===== src/design/qom_ram.sv =====
module qom_ram #(
    parameter int WIDTH = 8,
    parameter int DEPTH = 16
) (
    input  logic                     i_clk,
    input  logic                     i_we,
    input  logic [$clog2(DEPTH)-1:0] i_waddr,
    input  logic [WIDTH-1:0]         i_wdata,
    input  logic [$clog2(DEPTH)-1:0] i_raddr,
    output logic [WIDTH-1:0]         o_rdata
);
    logic [WIDTH-1:0] r_mem [DEPTH];

    always_ff @(posedge i_clk) begin
        if (i_we) begin
            r_mem[i_waddr] <= i_wdata;
        end
        o_rdata <= r_mem[i_raddr];
    end
endmodule


===== config.mk =====
export PLATFORM = sky130hd
export DESIGN_NAME = qom_ram
export DESIGN_NICKNAME = d
export VERILOG_FILES = /design/src/design/qom_ram.sv
export SDC_FILE = /design/constraint.sdc
export NUM_CORES = 1
export LEC_CHECK = 0
export BUFFER_PORTS_ARGS = -buffer_cell sky130_fd_sc_hd__buf_2
export CAP_MARGIN = 20
export CELL_PAD_IN_SITES_DETAIL_PLACEMENT = 0
export CELL_PAD_IN_SITES_GLOBAL_PLACEMENT = 2
export CORE_ASPECT_RATIO = 0.9
export CORE_UTILIZATION = 30
export CTS_BUF_LIST = sky130_fd_sc_hd__clkbuf_16
export CTS_CLUSTER_DIAMETER = 50
export DETAILED_ROUTE_END_ITERATION = 10
export PLACE_DENSITY_LB_ADDON = 0.12
export SYNTH_ARGS = -nofsm -noshare
export SYNTH_HDL_FRONTEND = slang
export SYNTH_SLANG_ARGS = --single-unit

===== constraint.sdc =====
create_clock -name i_clk -period 5.15 [get_ports i_clk]
set_clock_uncertainty 0.05 [all_clocks]
set_input_delay 0.7725 -clock i_clk [delete_from_list [all_inputs] [get_ports i_clk]]
set_output_delay 0.7725 -clock i_clk [all_outputs]
set_load 0.1 [all_outputs]

Word level (Yosys, flattened, before mapping)
Memory sizes are Yosys's and may differ from the RTL's. A register that Yosys moved wholly into a read port is not among the register bits.
Index checks and enable logic that the tools add are counted.
{ "word_totals": {"n_memories": 1, "out_inout_bits": 8, "ff_bits": 0, "mem_bits_rw": 128, "wordCells": 3, "input_bits": 18} }
{ "mem_list": {"columns": ["name", "words", "word_bits", "read_ports", "rd_ports_with_merged_regs", "write_ports", "line", "text"], "rows": [
  ["r_mem", 16, 8, 1, 1, 1, "12", "logic [WIDTH-1:0] r_mem [DEPTH];"]
]} }
{ "op_classes": {"muxes": 2} }
{ "ops": {"columns": ["operator", "count"], "rows": [
  ["1-bit 2-to-1 mux", 2]
]} }

Longest topological paths before layout
{ "logic_depth": {"word_depth": 2, "ltp_mapped": 5, "mapped_depth_nobuf": 3} }

Least setup slack after synthesis
Ideal clock, no wire load.
{ "synth_timing": {"path_type": "input to register", "start": "in i_waddr[2]", "end": "mem r_mem[0][0], enable pin", "stages": 2, "path_buffers": 0, "required_ps": 4717, "setup_slack_ps": 2835, "setup_ps": 383, "arrival_time_ps": 1882, "path_cell_list": "or3b_2 > nor3_1"} }
{ "synth_lines": {"columns": ["item", "line", "text"], "rows": [
  ["from (decl)", "7", "input logic [$clog2(DEPTH)-1:0] i_waddr,"],
  ["to (decl)", "12", null]
]} }
Straight into the memory's write port.

==> flow_summary.ini <==
[place]
placed_cells = 460
portBuffers = 25
gp_congestion = 0.643
hpwl_um = 6650
place_area_um2 = 5490

[timing]
slew_violations = 0
fmax_mhz = 408
tightestPinTransition_ns = 1.11
hold_viol = 0
finalCritPeriodShare = 0.476
finalSetupTns_ns = 0
setup_viol = 0
min_period_ns = 2.45
max-slew-margin-rel = 0.259
grt_setup_unrepaired = false

[layout]
finalNetCount = 286
fin_util = 0.359
regArea_um2 = 4000
antennaDiodeCount = 0
final_area_um2 = 6050
instances_no_fill = 492
drive_gt1_frac = 0.281
nFillCells = 1561
area_growth_pct = 17.5
multiInputGateArea_um2 = 1060

[die]
boundaryPins = 26
core-area_um2 = 16800
die_area_um2 = 17700
die_height_um = 126
initial_utilization = 0.306
core.rowCount = 45
die_w_um = 140

[drt]
drt_iter0_markers = 121
wl_met3_um = 256
drtAntennaViolNets = 0
wl_per_cell_um = 22.1
wl_met1_um = 5110
vias = 2271
via_per_inst = 4.62
routed.top_layer = met4
route.met2.wl_um = 5400
wl_um = 10900
drc = 0
first_pass_iters = 4

[synthesis]
synth_area_leaders = edfxtp_1 75%, mux4_2 7.9%, mux4_1 7.1%, dfxtp_1 3.1%, a22oi_1 2.3%
synth_ff_type = edfxtp_1
synth.avg_cell_area_um2 = 22.5
synthCells = 229
ys_seq_area_frac = 0.778
yosysTopAreaCell = edfxtp_1
synth-seq-cells = 136
synth_edf_count = 128
post-synth-top-area-fraction = 0.747
yosysWarnings = 0
synth.most_common_cell = edfxtp_1
synthTopCellsByCount = 128 x edfxtp_1, 18 x mux4_2, 16 x a22oi_1
synth_cell_types = 19
syn_nets = 247
netlist_area_um2 = 5150
synthArstFlopShare = 0

[worst_hold_path]
hold_end = o_rdata[0]$_DFF_P_
holdCritPathClass = register to register
min_path_cells = 3
hp-start = r_mem[14][0]$_DFFE_PP_

[clock_network]
cts_tree = built
clock-sinks = 136
cts_resized = 0
htreeDepth = 4
clkTransAtPathRegs_ns = 0.06
clockBufferDepth = 2
clock_latency_ns = 0.41
root_buffer = clkbuf_16
postCtsSetupBuffers = 0
cts_hold_buf = 0
cts_made_buffers = 17

[power]
power.total_w = 0.00253
p_leak_nw = 1.98
cellPowerDensity_nw_per_um2 = 418
peakVddDrop_mv = 0.197

[global_routing]
grt_first_pass_wirelength_um = 16400
grt_antenna_before_repair = 0
grt_remaining_overflow = 0
grt_util_all_layers = 0.137
grt_max_degree = 33
first_global_vias = 2526

[worst_setup_path]
timing.rr.start = r_mem[8][4]$_DFFE_PP_
crit_type = input pin to register
r2r_cells = 3
rrSetupSlack_ns = 3.70
required_ns = 5.39
r2r-end = o_rdata[4]$_DFF_P_
startpoint_type = input pin
end_kind = register
worstPathMaxFanout = 21
worstPathArrival_ns = 2.69

[run_status]
status = complete, no violations

[flow_run]
cap_viol_max_count = 0
## cells by family after synthesis
group                  after synthesis  share of synthesized area
AOI/OAI and AO/OA                   16                     0.0233
buffers and inverters               10                     0.0168
DFF                                136                      0.778
muxes                               32                      0.150
and+or+nand+nor                     35                     0.0318
## flip-flops by register name, summed over array words and instances, names as in the netlist
signal / count
r_mem: 128
o_rdata: 8
## layout by cell type (no fill, tap or decap)
master      instances
edfxtp_1          128
inv_1               1
dfxtp_1             8
nor2b_1             1
mux4_1             14
clkinvlp_4          5
nand3b_1            2
nand3_1             1
inv_6               1
nor2_1             13
and2b_1             1
and2_1              1
nand2b_1            2
bufinv_16           1
nand2_1             9
clkinv_2            1
or3b_2              1
mux4_2             18
clkinv_4            5
buf_2              25
clkinv_1            1
buf_4               5
nor3_1              4
a22oi_1            16
clkbuf_16          17
## worst max-delay path by stage
stage / from / end / slack, ns / depth (start not counted)
floorplan: i_waddr[2] / r_mem[0][0]$_DFFE_PP_ / 2.83 / 2
global placement: i_raddr[0] / o_rdata[5]$_DFF_P_ / 2.20 / 5
detailed placement: i_raddr[0] / o_rdata[5]$_DFF_P_ / 2.19 / 5
CTS: i_raddr[0] / o_rdata[5]$_DFF_P_ / 2.63 / 5
global route: i_raddr[0] / o_rdata[5]$_DFF_P_ / 2.50 / 5
finish: i_raddr[0] / o_rdata[5]$_DFF_P_ / 2.70 / 5
## critical path, stage by stage
cell and delay, ns:
buf_2 0.56, buf_4 0.39, mux4_1 0.59, a22oi_1 0.29, nand2_1 0.08
## area by class of cell
| type | instances | share of cell area |
|---|---|---|
| clock buffers | 17 | 0.0704 |
| clock inverters | 15 | 0.0219 |
| multi-input cells | 83 | 0.175 |
| flip-flops and latches | 136 | 0.662 |
| well taps | 211 | 0.0437 |
| repair buffers | 30 | 0.0269 |
## metal layers
metal  GRT usage  up-vias
met4      0.0504        0
li1            -     1053
met2       0.224       31
met3      0.0392        7
met5           0        -
met1       0.174     1180
## per-stage QoR
stage,hold WS (ns),setup WS [ns]
after floorplan,0.579,2.83
after global placement,0.609,2.20
after detailed placement,0.602,2.19
after CTS,0.617,2.63
after global routing,0.664,2.50
final,0.614,2.70
## where the power goes
group | switching (W) | internal, W | leakage (nW)
clock network | 0.000455 | 0.000663 | 0.260
registers | 0.00000745 | 0.00124 | 1.22
logic | 0.000118 | 0.0000451 | 0.496
Power figures use the tool's default switching activity.
